## src/hw/rtl/bttt_pkg.sv

```systemverilog
`timescale 1ns / 1ps
// ----------------------------------------------------------------------------
// bttt_pkg
// Shared types and codes for the binary tag tree tokenizer.
// ----------------------------------------------------------------------------
package bttt_pkg;

  // Parser phases
  typedef enum logic [3:0] {
    PH_ROOT_TYPE  = 4'd0,
    PH_NAME_LEN   = 4'd1,
    PH_NAME       = 4'd2,
    PH_LIST_TYPE  = 4'd3,
    PH_LIST_COUNT = 4'd4,
    PH_ARR_LEN    = 4'd5,
    PH_SCALAR     = 4'd6,
    PH_CONTENT    = 4'd7,
    PH_INT_ELEM   = 4'd8,
    PH_ENTRY_TYPE = 4'd9,
    PH_DONE       = 4'd10,
    PH_ERROR      = 4'd11
  } phase_t;

  // Byte roles reported per item
  localparam logic [3:0] ROLE_ENTRY_TYPE = 4'd0;
  localparam logic [3:0] ROLE_NAME_LEN   = 4'd1;
  localparam logic [3:0] ROLE_NAME       = 4'd2;
  localparam logic [3:0] ROLE_LIST_TYPE  = 4'd3;
  localparam logic [3:0] ROLE_LIST_COUNT = 4'd4;
  localparam logic [3:0] ROLE_ARR_LEN    = 4'd5;
  localparam logic [3:0] ROLE_SCALAR     = 4'd6;
  localparam logic [3:0] ROLE_CONTENT    = 4'd7;
  localparam logic [3:0] ROLE_END        = 4'd8;
  localparam logic [3:0] ROLE_IGNORED    = 4'd9;

  // Tag types
  localparam logic [3:0] TAG_END        = 4'd0;
  localparam logic [3:0] TAG_BYTE       = 4'd1;
  localparam logic [3:0] TAG_SHORT      = 4'd2;
  localparam logic [3:0] TAG_INT        = 4'd3;
  localparam logic [3:0] TAG_LONG       = 4'd4;
  localparam logic [3:0] TAG_FLOAT      = 4'd5;
  localparam logic [3:0] TAG_DOUBLE     = 4'd6;
  localparam logic [3:0] TAG_BYTE_ARRAY = 4'd7;
  localparam logic [3:0] TAG_STRING     = 4'd8;
  localparam logic [3:0] TAG_LIST       = 4'd9;
  localparam logic [3:0] TAG_COMPOUND   = 4'd10;
  localparam logic [3:0] TAG_INT_ARRAY  = 4'd11;

  // Error codes
  localparam logic [1:0] ERR_NONE      = 2'd0;
  localparam logic [1:0] ERR_UNKNOWN   = 2'd1;
  localparam logic [1:0] ERR_END_LIST  = 2'd2;
  localparam logic [1:0] ERR_OVERFLOW  = 2'd3;

  // Field byte counts
  localparam logic [31:0] LEN_8B = 32'd8;
  localparam logic [31:0] LEN_4B = 32'd4;
  localparam logic [31:0] LEN_2B = 32'd2;
  localparam logic [31:0] LEN_1B = 32'd1;

  // Register index
  localparam logic REG_DEPTH_LIMIT = 1'b0;

  // Frame store write requests
  typedef struct packed {
    logic        elem_we;
    logic [3:0]  elem_val;
    logic        cnt_we;
    logic [31:0] cnt_val;
    logic        push_we;
    logic        push_is_list;
  } stack_wr_t;

  // Frame found by the unwind search
  typedef struct packed {
    logic        found;
    logic        is_list;
    logic [3:0]  elem;
    logic [31:0] count;
  } stack_rd_t;

  // One result item
  typedef struct packed {
    logic [3:0]  role;
    logic [3:0]  item_type;
    logic [4:0]  nest_depth;
    logic [63:0] value;
    logic        value_done;
    logic        doc_done;
    logic [1:0]  error_code;
  } token_t;

endpackage

```

## src/hw/rtl/bttt_frame_stack.sv

```systemverilog
`timescale 1ns / 1ps
// ----------------------------------------------------------------------------
// bttt_frame_stack
// Frame store for open compounds and lists, with the unwind search that
// finds the deepest frame still expecting content.
// ----------------------------------------------------------------------------
module bttt_frame_stack import bttt_pkg::*; #(
  parameter int MAX_DEPTH = 16,
  parameter int AW = (MAX_DEPTH > 1) ? $clog2(MAX_DEPTH) : 1,
  parameter int DW = $clog2(MAX_DEPTH + 1)
) (
  input  logic            clk,
  input  logic            we,
  input  stack_wr_t       wr,
  input  logic [AW-1:0]   elem_idx,
  input  logic [AW-1:0]   cnt_idx,
  input  logic [AW-1:0]   push_idx,
  input  logic [DW-1:0]   search_depth,
  input  logic            ovr_en,
  input  logic [31:0]     ovr_count,
  output logic [AW-1:0]   found_idx,
  output stack_rd_t       rd
);

  logic              is_list [MAX_DEPTH];
  logic [3:0]        elem    [MAX_DEPTH];
  logic [31:0]       count   [MAX_DEPTH];
  logic [MAX_DEPTH-1:0] spent;
  logic [MAX_DEPTH-1:0] spent_eff;
  logic [DW-1:0]     top_pos;
  logic              hit;
  logic [AW-1:0]     idx;
  logic              at_top;

  // Write frames
  always_ff @(posedge clk) begin
    if (we && wr.elem_we) begin
      elem[elem_idx] <= wr.elem_val;
    end
    if (we && wr.cnt_we) begin
      count[cnt_idx] <= wr.cnt_val;
      spent[cnt_idx] <= (wr.cnt_val == 32'd0);
    end
    if (we && wr.push_we) begin
      is_list[push_idx] <= wr.push_is_list;
      elem[push_idx]    <= TAG_END;
      count[push_idx]   <= 32'd0;
      spent[push_idx]   <= wr.push_is_list;
    end
  end

  // Overlay a list count written in this cycle
  assign top_pos = search_depth - DW'(1);
  always_comb begin
    for (int i = 0; i < MAX_DEPTH; i++) begin
      if (ovr_en && (DW'(i) == top_pos)) begin
        spent_eff[i] = (ovr_count == 32'd0);
      end else begin
        spent_eff[i] = spent[i];
      end
    end
  end

  // Find the deepest open frame below the search depth that is not spent
  always_comb begin
    hit = 1'b0;
    idx = '0;
    for (int i = 0; i < MAX_DEPTH; i++) begin
      if ((DW'(i) < search_depth) && !spent_eff[i]) begin
        hit = 1'b1;
        idx = AW'(i);
      end
    end
  end

  assign at_top     = ovr_en && ({{(DW-AW){1'b0}}, idx} == top_pos);
  assign found_idx  = idx;
  assign rd.found   = hit;
  assign rd.is_list = is_list[idx];
  assign rd.elem    = elem[idx];
  assign rd.count   = at_top ? ovr_count : count[idx];

endmodule

```

## src/hw/rtl/bttt_parser.sv

```systemverilog
`timescale 1ns / 1ps
// ----------------------------------------------------------------------------
// bttt_parser
// Parse state registers and the per-byte next-state and token logic.
// ----------------------------------------------------------------------------
module bttt_parser import bttt_pkg::*; #(
  parameter int MAX_DEPTH = 16,
  parameter int AW = (MAX_DEPTH > 1) ? $clog2(MAX_DEPTH) : 1,
  parameter int DW = $clog2(MAX_DEPTH + 1)
) (
  input  logic            clk,
  input  logic            rst,
  input  logic            fire,
  input  logic [7:0]      data_byte,
  input  logic            doc_start,
  input  logic [4:0]      depth_limit,
  // frame store
  output stack_wr_t       wr,
  output logic [AW-1:0]   elem_idx,
  output logic [AW-1:0]   cnt_idx,
  output logic [AW-1:0]   push_idx,
  output logic [DW-1:0]   search_depth,
  output logic            ovr_en,
  output logic [31:0]     ovr_count,
  input  logic [AW-1:0]   found_idx,
  input  stack_rd_t       rd,
  output token_t          tok
);

  localparam logic [7:0] MAX8 = 8'(MAX_DEPTH);

  phase_t       phase, phase_next, ph0;
  logic [DW-1:0] depth, depth_next, dp0;
  logic [31:0]  bytes_left, bytes_left_next, bl0;
  logic [31:0]  items_left, items_left_next, il0;
  logic [63:0]  assembly, assembly_next, as0;
  logic [3:0]   cur_type, cur_type_next, ct0;
  logic [1:0]   err, err_next, er0;
  logic [7:0]   lim8;
  logic [31:0]  il_shift;
  logic [63:0]  as_shift;
  logic [31:0]  bl_dec;

  // Clear-adjusted current state
  always_comb begin
    if (doc_start) begin
      ph0 = PH_ROOT_TYPE; dp0 = '0; bl0 = '0; il0 = '0;
      as0 = '0; ct0 = TAG_END; er0 = ERR_NONE;
    end else begin
      ph0 = phase; dp0 = depth; bl0 = bytes_left; il0 = items_left;
      as0 = assembly; ct0 = cur_type; er0 = err;
    end
  end

  assign lim8     = ({3'd0, depth_limit} > MAX8) ? MAX8 : {3'd0, depth_limit};
  assign il_shift = {il0[23:0], data_byte};
  assign as_shift = {as0[55:0], data_byte};
  assign bl_dec   = bl0 - 32'd1;

  // Unwind search set-up
  assign search_depth = ((ph0 == PH_ENTRY_TYPE) && (dp0 != '0)) ? dp0 - DW'(1) : dp0;
  assign ovr_en       = (ph0 == PH_LIST_COUNT);
  assign ovr_count    = il_shift;
  assign elem_idx     = AW'(dp0 - DW'(1));
  assign cnt_idx      = found_idx;

  logic          do_ve, se_go, ignored;
  logic [3:0]    se_t;
  logic [DW-1:0] base;

  always_comb begin
    phase_next = ph0; depth_next = dp0; bytes_left_next = bl0;
    items_left_next = il0; assembly_next = as0; cur_type_next = ct0;
    err_next = er0;
    tok = '0;
    tok.role = ROLE_IGNORED;
    wr = '0;
    push_idx = '0;
    do_ve = 1'b0; se_go = 1'b0; se_t = TAG_END; ignored = 1'b0;
    base = dp0;

    case (ph0)
      PH_ROOT_TYPE, PH_ENTRY_TYPE: begin
        if ((ph0 == PH_ENTRY_TYPE) && (data_byte == 8'd0)) begin
          tok.role = ROLE_END;
          cur_type_next = TAG_END;
          do_ve = 1'b1;
        end else begin
          tok.role = ROLE_ENTRY_TYPE;
          if ((data_byte == 8'd0) || (data_byte > 8'(TAG_INT_ARRAY))) begin
            cur_type_next = TAG_END;
            err_next = ERR_UNKNOWN;
            phase_next = PH_ERROR;
          end else begin
            cur_type_next = data_byte[3:0];
            bytes_left_next = LEN_2B;
            items_left_next = '0;
            phase_next = PH_NAME_LEN;
          end
        end
      end
      PH_NAME_LEN: begin
        tok.role = ROLE_NAME_LEN;
        items_left_next = il_shift;
        bytes_left_next = bl_dec;
        if (bl_dec == '0) begin
          if (il_shift == '0) begin
            se_go = 1'b1; se_t = ct0;
          end else begin
            bytes_left_next = il_shift;
            phase_next = PH_NAME;
          end
        end
      end
      PH_NAME: begin
        tok.role = ROLE_NAME;
        bytes_left_next = bl_dec;
        if (bl_dec == '0) begin
          se_go = 1'b1; se_t = ct0;
        end
      end
      PH_LIST_TYPE: begin
        tok.role = ROLE_LIST_TYPE;
        if (data_byte == 8'd0) begin
          err_next = ERR_END_LIST;
          phase_next = PH_ERROR;
        end else if (data_byte > 8'(TAG_INT_ARRAY)) begin
          err_next = ERR_UNKNOWN;
          phase_next = PH_ERROR;
        end else begin
          wr.elem_we = 1'b1;
          wr.elem_val = data_byte[3:0];
          bytes_left_next = LEN_4B;
          items_left_next = '0;
          phase_next = PH_LIST_COUNT;
        end
      end
      PH_LIST_COUNT: begin
        tok.role = ROLE_LIST_COUNT;
        items_left_next = il_shift;
        bytes_left_next = bl_dec;
        if (bl_dec == '0) do_ve = 1'b1;
      end
      PH_ARR_LEN: begin
        tok.role = ROLE_ARR_LEN;
        items_left_next = il_shift;
        bytes_left_next = bl_dec;
        if (bl_dec == '0) begin
          if (il_shift == '0) begin
            do_ve = 1'b1;
          end else if (ct0 == TAG_INT_ARRAY) begin
            bytes_left_next = LEN_4B;
            assembly_next = '0;
            phase_next = PH_INT_ELEM;
          end else begin
            bytes_left_next = il_shift;
            phase_next = PH_CONTENT;
          end
        end
      end
      PH_SCALAR: begin
        tok.role = ROLE_SCALAR;
        assembly_next = as_shift;
        bytes_left_next = bl_dec;
        if (bl_dec == '0) begin
          case (ct0)
            TAG_BYTE:  tok.value = {{56{as_shift[7]}}, as_shift[7:0]};
            TAG_SHORT: tok.value = {{48{as_shift[15]}}, as_shift[15:0]};
            TAG_INT:   tok.value = {{32{as_shift[31]}}, as_shift[31:0]};
            TAG_FLOAT: tok.value = {32'd0, as_shift[31:0]};
            default:   tok.value = as_shift;
          endcase
          tok.value_done = 1'b1;
          do_ve = 1'b1;
        end
      end
      PH_CONTENT: begin
        tok.role = ROLE_CONTENT;
        bytes_left_next = bl_dec;
        if (bl_dec == '0) do_ve = 1'b1;
      end
      PH_INT_ELEM: begin
        tok.role = ROLE_CONTENT;
        assembly_next = as_shift;
        bytes_left_next = bl_dec;
        if (bl_dec == '0) begin
          tok.value = {{32{as_shift[31]}}, as_shift[31:0]};
          tok.value_done = 1'b1;
          items_left_next = il0 - 32'd1;
          if (il0 == 32'd1) begin
            do_ve = 1'b1;
          end else begin
            bytes_left_next = LEN_4B;
            assembly_next = '0;
          end
        end
      end
      default: begin
        ignored = 1'b1;
      end
    endcase

    // Close finished frames and advance in the enclosing one
    if (do_ve) begin
      if (!rd.found) begin
        depth_next = '0;
        phase_next = PH_DONE;
        tok.doc_done = 1'b1;
      end else begin
        depth_next = DW'(found_idx) + DW'(1);
        if (!rd.is_list) begin
          phase_next = PH_ENTRY_TYPE;
        end else begin
          wr.cnt_we = 1'b1;
          wr.cnt_val = rd.count - 32'd1;
          se_go = 1'b1;
          se_t = rd.elem;
        end
      end
    end
    base = depth_next;

    // Start reading a payload of type se_t
    if (se_go) begin
      cur_type_next = se_t;
      case (se_t)
        TAG_BYTE, TAG_SHORT, TAG_INT, TAG_LONG, TAG_FLOAT, TAG_DOUBLE: begin
          if (se_t == TAG_BYTE) bytes_left_next = LEN_1B;
          else if (se_t == TAG_SHORT) bytes_left_next = LEN_2B;
          else if ((se_t == TAG_LONG) || (se_t == TAG_DOUBLE)) bytes_left_next = LEN_8B;
          else bytes_left_next = LEN_4B;
          assembly_next = '0;
          phase_next = PH_SCALAR;
        end
        TAG_BYTE_ARRAY, TAG_INT_ARRAY, TAG_STRING: begin
          bytes_left_next = (se_t == TAG_STRING) ? LEN_2B : LEN_4B;
          items_left_next = '0;
          phase_next = PH_ARR_LEN;
        end
        TAG_LIST, TAG_COMPOUND: begin
          if (8'(base) >= lim8) begin
            err_next = ERR_OVERFLOW;
            phase_next = PH_ERROR;
          end else begin
            wr.push_we = 1'b1;
            wr.push_is_list = (se_t == TAG_LIST);
            push_idx = AW'(base);
            depth_next = base + DW'(1);
            phase_next = (se_t == TAG_LIST) ? PH_LIST_TYPE : PH_ENTRY_TYPE;
          end
        end
        default: begin
          cur_type_next = TAG_END;
          err_next = ERR_UNKNOWN;
          phase_next = PH_ERROR;
        end
      endcase
    end

    tok.item_type  = ignored ? 4'd0 : cur_type_next;
    tok.nest_depth = ignored ? 5'd0 : 5'(depth_next);
    tok.error_code = err_next;
  end

  // Hold parse state
  always_ff @(posedge clk) begin
    if (rst) begin
      phase <= PH_ROOT_TYPE;
      depth <= '0;
      bytes_left <= '0;
      items_left <= '0;
      assembly <= '0;
      cur_type <= TAG_END;
      err <= ERR_NONE;
    end else if (fire) begin
      phase <= phase_next;
      depth <= depth_next;
      bytes_left <= bytes_left_next;
      items_left <= items_left_next;
      assembly <= assembly_next;
      cur_type <= cur_type_next;
      err <= err_next;
    end
  end

endmodule

```

## src/hw/rtl/binary_tag_tree_tokenizer_top.sv

```systemverilog
`timescale 1ns / 1ps
// Output: a token appears on the master side in the cycle after its byte is taken.
// Throughput: one byte per cycle while the token register is free or being read;
// parse state and frame store update in the cycle the byte is taken; the token register frees itself when read.
// Reset: synchronous, active high; clears parse state, the token valid flag and
// sets depth_limit to 16. The frame store needs no clearing.
// ----------------------------------------------------------------------------
// binary_tag_tree_tokenizer_top
// Streaming tokenizer for big-endian named binary tag documents.
// ----------------------------------------------------------------------------
module binary_tag_tree_tokenizer_top import bttt_pkg::*; #(
  parameter int MAX_DEPTH = 16
) (
  input  logic        clk,
  input  logic        rst,
  // byte input
  input  logic        s_tvalid,
  output logic        s_tready,
  input  logic [7:0]  s_tdata,   // [7:0] data_byte
  input  logic        s_tuser,   // [0] doc_start
  // token output
  output logic        m_tvalid,
  input  logic        m_tready,
  // [3:0] role, [7:4] item_type, [12:8] nest_depth, [76:13] value,
  // [77] value_done, [79:78] error_code
  output logic [79:0] m_tdata,
  output logic        m_tlast,   // doc_done
  // configuration
  input  logic        psel,
  input  logic        penable,
  input  logic        pwrite,
  input  logic [2:0]  paddr,
  input  logic [31:0] pwdata,
  output logic [31:0] prdata,
  output logic        pready
);

  localparam int AW = (MAX_DEPTH > 1) ? $clog2(MAX_DEPTH) : 1;
  localparam int DW = $clog2(MAX_DEPTH + 1);

  logic [4:0]    depth_limit;
  logic          fire;
  stack_wr_t     wr;
  stack_rd_t     rd;
  logic [AW-1:0] elem_idx, cnt_idx, push_idx, found_idx;
  logic [DW-1:0] search_depth;
  logic          ovr_en;
  logic [31:0]   ovr_count;
  token_t        tok;
  token_t        out_tok;

  // Configuration register
  assign pready = 1'b1;
  always_ff @(posedge clk) begin
    if (rst) begin
      depth_limit <= 5'd16;
    end else if (psel && penable && pwrite && (paddr[2] == REG_DEPTH_LIMIT)) begin
      depth_limit <= pwdata[4:0];
    end
  end
  assign prdata = (paddr[2] == REG_DEPTH_LIMIT) ? {27'd0, depth_limit} : 32'd0;

  // Take a byte whenever the token register is free or being read
  assign s_tready = !m_tvalid || m_tready;
  assign fire     = s_tvalid && s_tready;

  bttt_parser #(.MAX_DEPTH(MAX_DEPTH), .AW(AW), .DW(DW)) u_parser (
    .clk          (clk),
    .rst          (rst),
    .fire         (fire),
    .data_byte    (s_tdata),
    .doc_start    (s_tuser),
    .depth_limit  (depth_limit),
    .wr           (wr),
    .elem_idx     (elem_idx),
    .cnt_idx      (cnt_idx),
    .push_idx     (push_idx),
    .search_depth (search_depth),
    .ovr_en       (ovr_en),
    .ovr_count    (ovr_count),
    .found_idx    (found_idx),
    .rd           (rd),
    .tok          (tok)
  );

  bttt_frame_stack #(.MAX_DEPTH(MAX_DEPTH), .AW(AW), .DW(DW)) u_stack (
    .clk          (clk),
    .we           (fire),
    .wr           (wr),
    .elem_idx     (elem_idx),
    .cnt_idx      (cnt_idx),
    .push_idx     (push_idx),
    .search_depth (search_depth),
    .ovr_en       (ovr_en),
    .ovr_count    (ovr_count),
    .found_idx    (found_idx),
    .rd           (rd)
  );

  // Hold the token until it is taken
  always_ff @(posedge clk) begin
    if (rst) begin
      m_tvalid <= 1'b0;
    end else if (fire) begin
      m_tvalid <= 1'b1;
    end else if (m_tready) begin
      m_tvalid <= 1'b0;
    end
  end

  always_ff @(posedge clk) begin
    if (fire) begin
      out_tok <= tok;
    end
  end

  assign m_tdata = {out_tok.error_code, out_tok.value_done, out_tok.value,
                    out_tok.nest_depth, out_tok.item_type, out_tok.role};
  assign m_tlast = out_tok.doc_done;

`ifndef NO_ASSERTIONS
  a_fire_gives_token: assert property (@(posedge clk) disable iff (rst)
    fire |=> m_tvalid) else $error("token lost after byte taken");
  a_value_role: assert property (@(posedge clk) disable iff (rst)
    (m_tvalid && m_tdata[77]) |-> (m_tdata[3:0] == ROLE_SCALAR ||
                                   m_tdata[3:0] == ROLE_CONTENT))
    else $error("value completed on a non-value byte");
  a_done_clean: assert property (@(posedge clk) disable iff (rst)
    (m_tvalid && m_tlast) |-> (m_tdata[12:8] == 5'd0 && m_tdata[79:78] == ERR_NONE))
    else $error("document closed with open frames or error");
  a_depth_bound: assert property (@(posedge clk) disable iff (rst)
    m_tvalid |-> ({27'd0, m_tdata[12:8]} <= 32'(MAX_DEPTH)))
    else $error("nesting depth beyond frame store");
`endif

endmodule
```

## config.mk

```make
export PLATFORM = sky130hd
export DESIGN_NAME = binary_tag_tree_tokenizer_top
export DESIGN_NICKNAME = d
export VERILOG_FILES = /design/src/hw/rtl/bttt_pkg.sv /design/src/hw/rtl/bttt_frame_stack.sv /design/src/hw/rtl/bttt_parser.sv /design/src/hw/rtl/binary_tag_tree_tokenizer_top.sv
export SDC_FILE = /design/constraint.sdc
export NUM_CORES = 2
export LEC_CHECK = 0
export BUFFER_PORTS_ARGS = -buffer_cell sky130_fd_sc_hd__buf_4
export CORE_ASPECT_RATIO = 1.5
export CORE_MARGIN = 3
export CORE_UTILIZATION = 65
export CTS_CLUSTER_SIZE = 14
export DETAILED_ROUTE_END_ITERATION = 8
export GPL_ROUTABILITY_DRIVEN = 1
export PLACE_DENSITY = 0.83
export SLEW_MARGIN = 25
export SYNTH_ARGS = -nofsm -noshare
export SYNTH_HDL_FRONTEND = slang
export SYNTH_SLANG_ARGS = --single-unit
```

## constraint.sdc

```tcl
create_clock -name clk -period 18.1 [get_ports clk]
set_input_delay 0 -clock clk [delete_from_list [all_inputs] [get_ports clk]]
set_output_delay 0 -clock clk [all_outputs]
set_load 0.02 [all_outputs]
```

Word level (Yosys, flattened, before mapping)
Memory sizes are Yosys's and may differ from the RTL's.
Cells that the tools add are included.
{"block": "classes", "n_bitwise": 1, "eq_ne": 42, "n_reduce_logical": 84, "n_addsub": 7, "mux": 183, "order_cmp": 23}
{"op": "2-to-1 mux 32 bit", "n": 24}
{"op": "2-to-1 mux 64 bit", "n": 8}
{"op": "one-hot mux 64 bit (4 select lines)", "n": 1}
{"op": "one-hot mux 32 bit (6 select lines)", "n": 1}
{"op": "one-hot mux 64 bit (3 select lines)", "n": 1}
{"op": "2-to-1 mux 4 bit", "n": 43}
{"op": "2-to-1 mux 65 bit", "n": 2}
{"op": "one-hot mux 65 bit (2 select lines)", "n": 1}
{"op": "one-hot mux 32 bit (4 select lines)", "n": 1}
{"op": "2-to-1 mux 33 bit", "n": 3}
{"op": "logical NOT 32 bit", "n": 3}
{"op": "subtractor 32 x 1 -> 32 bit, second input constant", "n": 3}
{"op": "one-hot mux 32 bit (2 select lines)", "n": 1}
{"op": "2-to-1 mux 5 bit", "n": 12}
{"op": "2-to-1 mux 1 bit", "n": 54}
{"op": "logical AND 1 bit", "n": 44}
{"op": "equality test 4 x 5 -> 1 bit, first input constant", "n": 8}
{"op": "less-than comparator 4 x 5 -> 1 bit, first input constant", "n": 8}
{"op": "equality test 4 x 3 -> 1 bit, second input constant", "n": 9}
{"op": "bitwise mux 16 bit", "n": 2}
{"op": "equality test 32 x 1 -> 1 bit, second input constant", "n": 1}
{"op": "2-to-1 mux 16 bit", "n": 2}
{"op": "one-hot mux 4 bit (8 select lines)", "n": 1}
{"op": "equality test 4 bit, second input constant", "n": 7}
{"op": "41 further kinds", "n": 100}
{"block": "totals", "in_bits": 51, "output_inout_bits": 116, "n_memories": 3, "ff_bits": 246, "ramBits": 592, "wordCells": 360}
{"memory": "u_stack.count", "depth": 16, "word_bits": 32, "read_ports": 1, "rd_ports_with_merged_regs": 0, "write_ports": 2, "line_no": "bttt_frame_stack.sv:27", "rtl": "logic [31:0] count [MAX_DEPTH];"}
{"memory": "u_stack.elem", "depth": 16, "word_bits": 4, "read_ports": 1, "rd_ports_with_merged_regs": 0, "write_ports": 1, "line_no": "bttt_frame_stack.sv:26", "rtl": "logic [3:0] elem [MAX_DEPTH];"}
{"memory": "u_stack.is_list", "depth": 16, "word_bits": 1, "read_ports": 1, "rd_ports_with_merged_regs": 0, "write_ports": 1, "line_no": "bttt_frame_stack.sv:25", "rtl": "logic is_list [MAX_DEPTH];"}

Logic depth before layout (Yosys ltp)
An unclocked memory read counts as a cell.
{"block": "logic_depth", "word_depth": 39, "depth_mapped": 47, "mapped_depth_nobuf": 34}

Hierarchy
Synthesis repeated with hierarchy kept, for this count alone.
{"block": "hier_totals", "cells_unflattened": 5498, "hier_area_um2": 42369.4}
{"mod": "bttt_frame_stack", "n_inst": 1, "seq_area_each_um2": 12331.8, "cells_per_inst": 3780, "area_per_inst_um2": 27973.1}
{"mod": "bttt_parser", "n_inst": 1, "seq_area_each_um2": 2702.6, "cells_per_inst": 1574, "area_per_inst_um2": 11428.5}
{"mod": "binary_tag_tree_tokenizer_top", "n_inst": 1, "seq_area_each_um2": 2552.4, "cells_per_inst": 144, "area_per_inst_um2": 2967.8}

Worst setup path after synthesis
OpenSTA, ideal clock, no wires.
{"block": "synth_timing", "path_kind": "input to register", "startpoint": "in s_tuser", "endpoint": "mem u_stack.elem[3][0], enable pin", "path_buffers": 12, "path_slack_ns": 8.762, "required_ns": 17.771, "path_stages": 45, "setup_ns": 0.329, "arrival_ns": 9.009, "cell_sequence": "buf_4 > clkbuf_1 > nor2b_1 > inv_1 > ha_1 > buf_2 > or4b_4 > nand3_1 > xnor2_1 > inv_1 > ha_1 > clkbuf_1 > inv_1 > nor3_1 > a21oi_2 > or2_1 > buf_4 > nor3_2 > [... 9 more ...] > buf_1 > clkbuf_1 > ha_1 > xnor2_1 > nand2_1 > mux2_2 > inv_1 > ha_1 > nor2b_1 > o21ai_0 > nand2b_1 > a21o_1 > a21oi_1 > nand4_1 > nor3_1 > nand2_1 > a21boi_0 > nor2_1"}
{"block": "synth_between", "elab_chain_cells": 38, "word_cells_on_any_way": 197, "classes_between": "add/sub: 4; order compare: 17; eq/ne: 27; mux: 86; reduce/logical: 61; memory: 2"}
{"item": "start, declared", "line_no": "binary_tag_tree_tokenizer_top.sv:20", "rtl": "input logic s_tuser,"}
{"item": "parallel branches: the longest is 38 deep, another holds subtractor 5 x 1 -> 5 bit"}
{"item": "end, declared", "line_no": "bttt_frame_stack.sv:26"}
Several ways; the timed one is not identified.

Worst setup path after layout
{"block": "layout_timing", "startpoint": "reg u_parser.depth[0]", "endpoint": "reg u_stack.spent[15]"}
{"block": "layout_between", "elab_chain_cells": 39, "word_cells_on_any_way": 179, "classes_between": "add/sub: 4; order compare: 21; eq/ne: 18; mux: 75; reduce/logical: 58; memory: 3"}
{"item": "start, declared", "line_no": "bttt_parser.sv:33", "rtl": "logic [DW-1:0] depth, depth_next, dp0;"}
{"item": "start signal, assigned", "line_no": "bttt_parser.sv:277", "rtl": "depth <= depth_next;"}
{"item": "2-to-1 mux 5 bit (*)", "line_no": "bttt_parser.sv:46", "rtl": "if (doc_start) begin"}
{"item": "parallel branches: the longest is 37 deep, another holds subtractor 5 x 1 -> 5 bit"}
{"item": "2-to-1 mux 16 bit (*)", "line_no": "bttt_frame_stack.sv:44", "rtl": "if (we && wr.push_we) begin"}
{"item": "end signal, assigned by index", "line_no": "bttt_frame_stack.sv:42", "rtl": "spent[cnt_idx] <= (wr.cnt_val == 32'd0);"}
{"item": "end signal, assigned by index", "line_no": "bttt_frame_stack.sv:48", "rtl": "spent[push_idx] <= wr.push_is_list;"}
{"item": "end, declared", "line_no": "bttt_frame_stack.sv:28", "rtl": "logic [MAX_DEPTH-1:0] spent;"}
Mark *: on every way between the ends.
A chain may end at the register's enable or synchronous reset.

==> reports/summary.txt <==
Clk sinks: 830
Worst slew pin tran: 1230 ps
Met3 WL: 17,300 um
Failing checks: design-rule violations
Yosys warning count: 0
Initial antenna violation count: 9
Skew-Pair Late Insertion Delay: 680 ps
EDFF count, synth: 161
Post-synth ARST share: 0
Synth top area cells: dfxtp_1 (31%), mux2i_1 (15%), edfxtp_1 (11%)
# resized after CTS: 0
Post-Layout Cell Count: 5,840
Largest area contributor in the netlist: dfxtp_1
I/O pin count: 167
Hold Fails Final Rpt: 0
Hold Crit Class: primary input to register
Number of buffers on the longest clock path: 3
CTS tree: built
Placed insts: 5,673
Fin crit period: 12,080 ps
Vias in the first global route: 38,600
Drt first pass iters: 9
Startpoint Class: register
Total Die Area: 68,900 sq um
Worst Setup SP: u_parser.depth[0]
Power, Total: 3780 uW
Crit-path most repeated cell: buf_4
DRC Markers: 5
Final Skew: 32.5 ps
Crit path DAT: 12,650 ps
Initial Util: 0.660
Avg Inst Size Synth: 8.63 sq um
Logic pwr share: 0.062
Top Layer Used: met4
Drt initial violations: 5,463
Die width: 215 um
Dpl hpwl: 98,100 um
Die height: 320 um
Wl on met1: 50,900 um
DR vias/cell: 6.90
Worst path required time: 18,660 ps
Peak Freq: 82.8 MHz
Crit-path slowest cell: nor3_4
Fin nets: 4,979
Max-Cap Viols: 0
Mapped Cells: 4,952
Share of cells above drive strength 1: 0.104
Synth cell types: 115
Largest net degree at the start of global routing: 86
VDD IR max: 88.6 uV
Synth Register Bits: 830
CP Capture Type: register
Grt ovf: 0
CTS Buf Count: 78
Reg power frac: 0.506
Vias after detailed routing: 40,300
Outcome: complete, but fails checks
Clk pwr share: 0.432
Core ar.: 64,800 sq um
Hold Slack: 28.7 ps
# fillers: 4,882
Critical path class: register to register
# setup viols final: 0
Sequential-to-total area share from yosys stat: 0.427
Net Sw Frac: 0.242
Clock root buffer master: clkbuf_16
CP Max Fanout: 62
Int Pwr: 2870 uW
Remaining antenna violation count: 0
Worst R2R Start: u_parser.depth[0]
Routed wl met2: 69,700 um
Core Rows: 114
Tot GR Track Use: 0.431
Top_reg_cell synth: dfxtp_1
Setup TNS: 0 ps
WL final: 154,000 um
NetSw: 914 uW
H-tree Lvls: 3
GPL Wtd Cong: 0.995
Period utilisation layout: 0.668
# port buffers: 109
RSZ-0062 raised after global routing: false
Worst hold start: pwrite
Wire length per cell: 26.4 um
First-pass GRT wire length: 229,000 um
Cell area after synthesis: 42,700 sq um
Max_slew headroom: 0.179
Pwr dens: 80.2 nW/um^2
Max-slew violation count: 0
Clock transition at path regs: 60 ps
Area fraction of the dominant cell type after synthesis: 0.313
Crit-path max cell delay: 830 ps
Area Growth Syn to Fin: 10.2%
Leak pwr: 0.0176 uW
layout by cell type, fill, tap and decap left out, types with 20 or more instances in the layout:
cell type	count
nor2_4	24
mux2i_1	636
nor2_1	902
nor4_1	41
clkbuf_1	24
buf_4	228
and2_1	20
dlygate4sd3_1	21
dfxtp_1	669
edfxtp_1	161
xnor2_1	34
nand4_1	27
and3_1	46
conb_1	28
or3_1	23
nor2b_1	47
nand2b_1	20
nand3_1	163
nand2_1	443
clkbuf_16	80
a22oi_1	112
a31oi_1	38
inv_1	58
o22ai_1	34
a21oi_1	276
mux2_2	24
a211oi_1	28
nor3_1	81
ha_1	23
o21ai_0	193
flip-flops by register name, summed over array words and instances, names as in the netlist:
signal               count
depth_limit              5
m_tdata                 80
m_tlast                  1
m_tvalid                 1
u_parser.assembly       56
u_parser.bytes_left     32
u_parser.cur_type        4
u_parser.depth           5
u_parser.err             2
u_parser.items_left     32
u_parser.phase           4
u_stack.count          512
u_stack.elem            64
u_stack.is_list         16
u_stack.spent           16
routing by layer:
| layer | GRT usage | vias up |
|---|---|---|
| met3 | 0.110 | 996 |
| met5 | 0.00347 | - |
| met4 | 0.382 | 0 |
| met2 | 0.695 | 2993 |
| li1 | - | 17500 |
| met1 | 0.468 | 18900 |
final timing paths:
path | end | slack [ps] | cells after the start
setup reg to reg | u_stack.spent[15] | 6020 | 31
hold / removal | depth_limit[1] | 30 | 4
hold reg to reg | u_parser.err[0] | 470 | 2
setup / recovery | u_stack.spent[15] | 6020 | 31
critical path: cells and delay by family (launching register included):
family / cells / cell delay (ps)
adder cells (fa/ha/maj): 2 / 750
multiplexers: 2 / 520
flip-flops: 1 / 430
AO/OA/AOI/OAI: 7 / 1970
AND/OR/NAND/NOR: 13 / 5330
buffers and inverters: 6 / 2270
XOR/XNOR: 1 / 510
through the flow:
step | setup WS, ps | cell area [sq um] | util
floorplan | 8760 | 42800 | -
global placement | 6600 | 44200 | 0.682
detailed placement | 6470 | 44400 | 0.685
CTS | 6430 | 47000 | 0.727
global route | 5500 | 47100 | 0.727
finish | 6020 | 47100 | 0.728
cell usage after synthesis, drive strengths merged (8+ instances only):
cell type  count
a2111oi       14
a211o          8
a211oi        30
a21boi        14
a21o          12
a21oi        281
a221oi        19
a222oi        12
a22o          10
a22oi        112
a31oi         40
a32oi          8
a41oi         20
and2          24
and3          46
buf          169
clkbuf       240
dfxtp        669
edfxtp       161
ha            23
inv           62
mux2          28
mux2i        636
nand2        446
nand2b        21
nand3        165
nand4         27
nor2         938
nor2b         51
nor3         102
nor4          52
nor4b          8
o211ai        17
o21a          17
o21ai        205
o22a          11
o22ai         34
o31a          10
o31ai         19
or2           14
or3           24
or4           12
xnor2         34
xor2          12
area by class of cell:
cell class,count,area [sq um],share of cell area
inverter,63,244,0.00518
tap,870,1090,0.0231
sequential,830,18200,0.387
clock buffer,112,2200,0.0467
timing repair buffer,257,2100,0.0445
multi-input combinational,3675,23000,0.487
antenna,5,12.5,0.000266
clock inverter,28,284,0.00603
timing repair:
action	4_1_cts	5_1_grt
endpoints found under the hold margin	83	0
setup buffers	0	0
hold buffers	21	0
cell families after synthesis:
| family | Yosys count | synth area share |
|---|---|---|
| multiplexers | 664 | 0.156 |
| flip-flops | 830 | 0.427 |
| buffers and inverters | 473 | 0.0491 |
| AND/OR/NAND/NOR | 1953 | 0.203 |
| AO/OA/AOI/OAI | 961 | 0.149 |
| other | 2 | 0.000176 |
| XOR/XNOR | 46 | 0.00943 |
| adder cells (fa/ha/maj) | 23 | 0.00673 |
power groups by stage:
stage          Sequential [uW]  Combinational (uW)  Clock [uW]
2_1_floorplan             1960                 153           0
3_3_place_gp              1950                 216           0
3_5_place_dp              1950                 219           0
4_1_cts                   1910                 224        1630
5_1_grt                   1910                 249        1710
6_report                  1910                 233        1630
(Power assumes the default switching activity.)
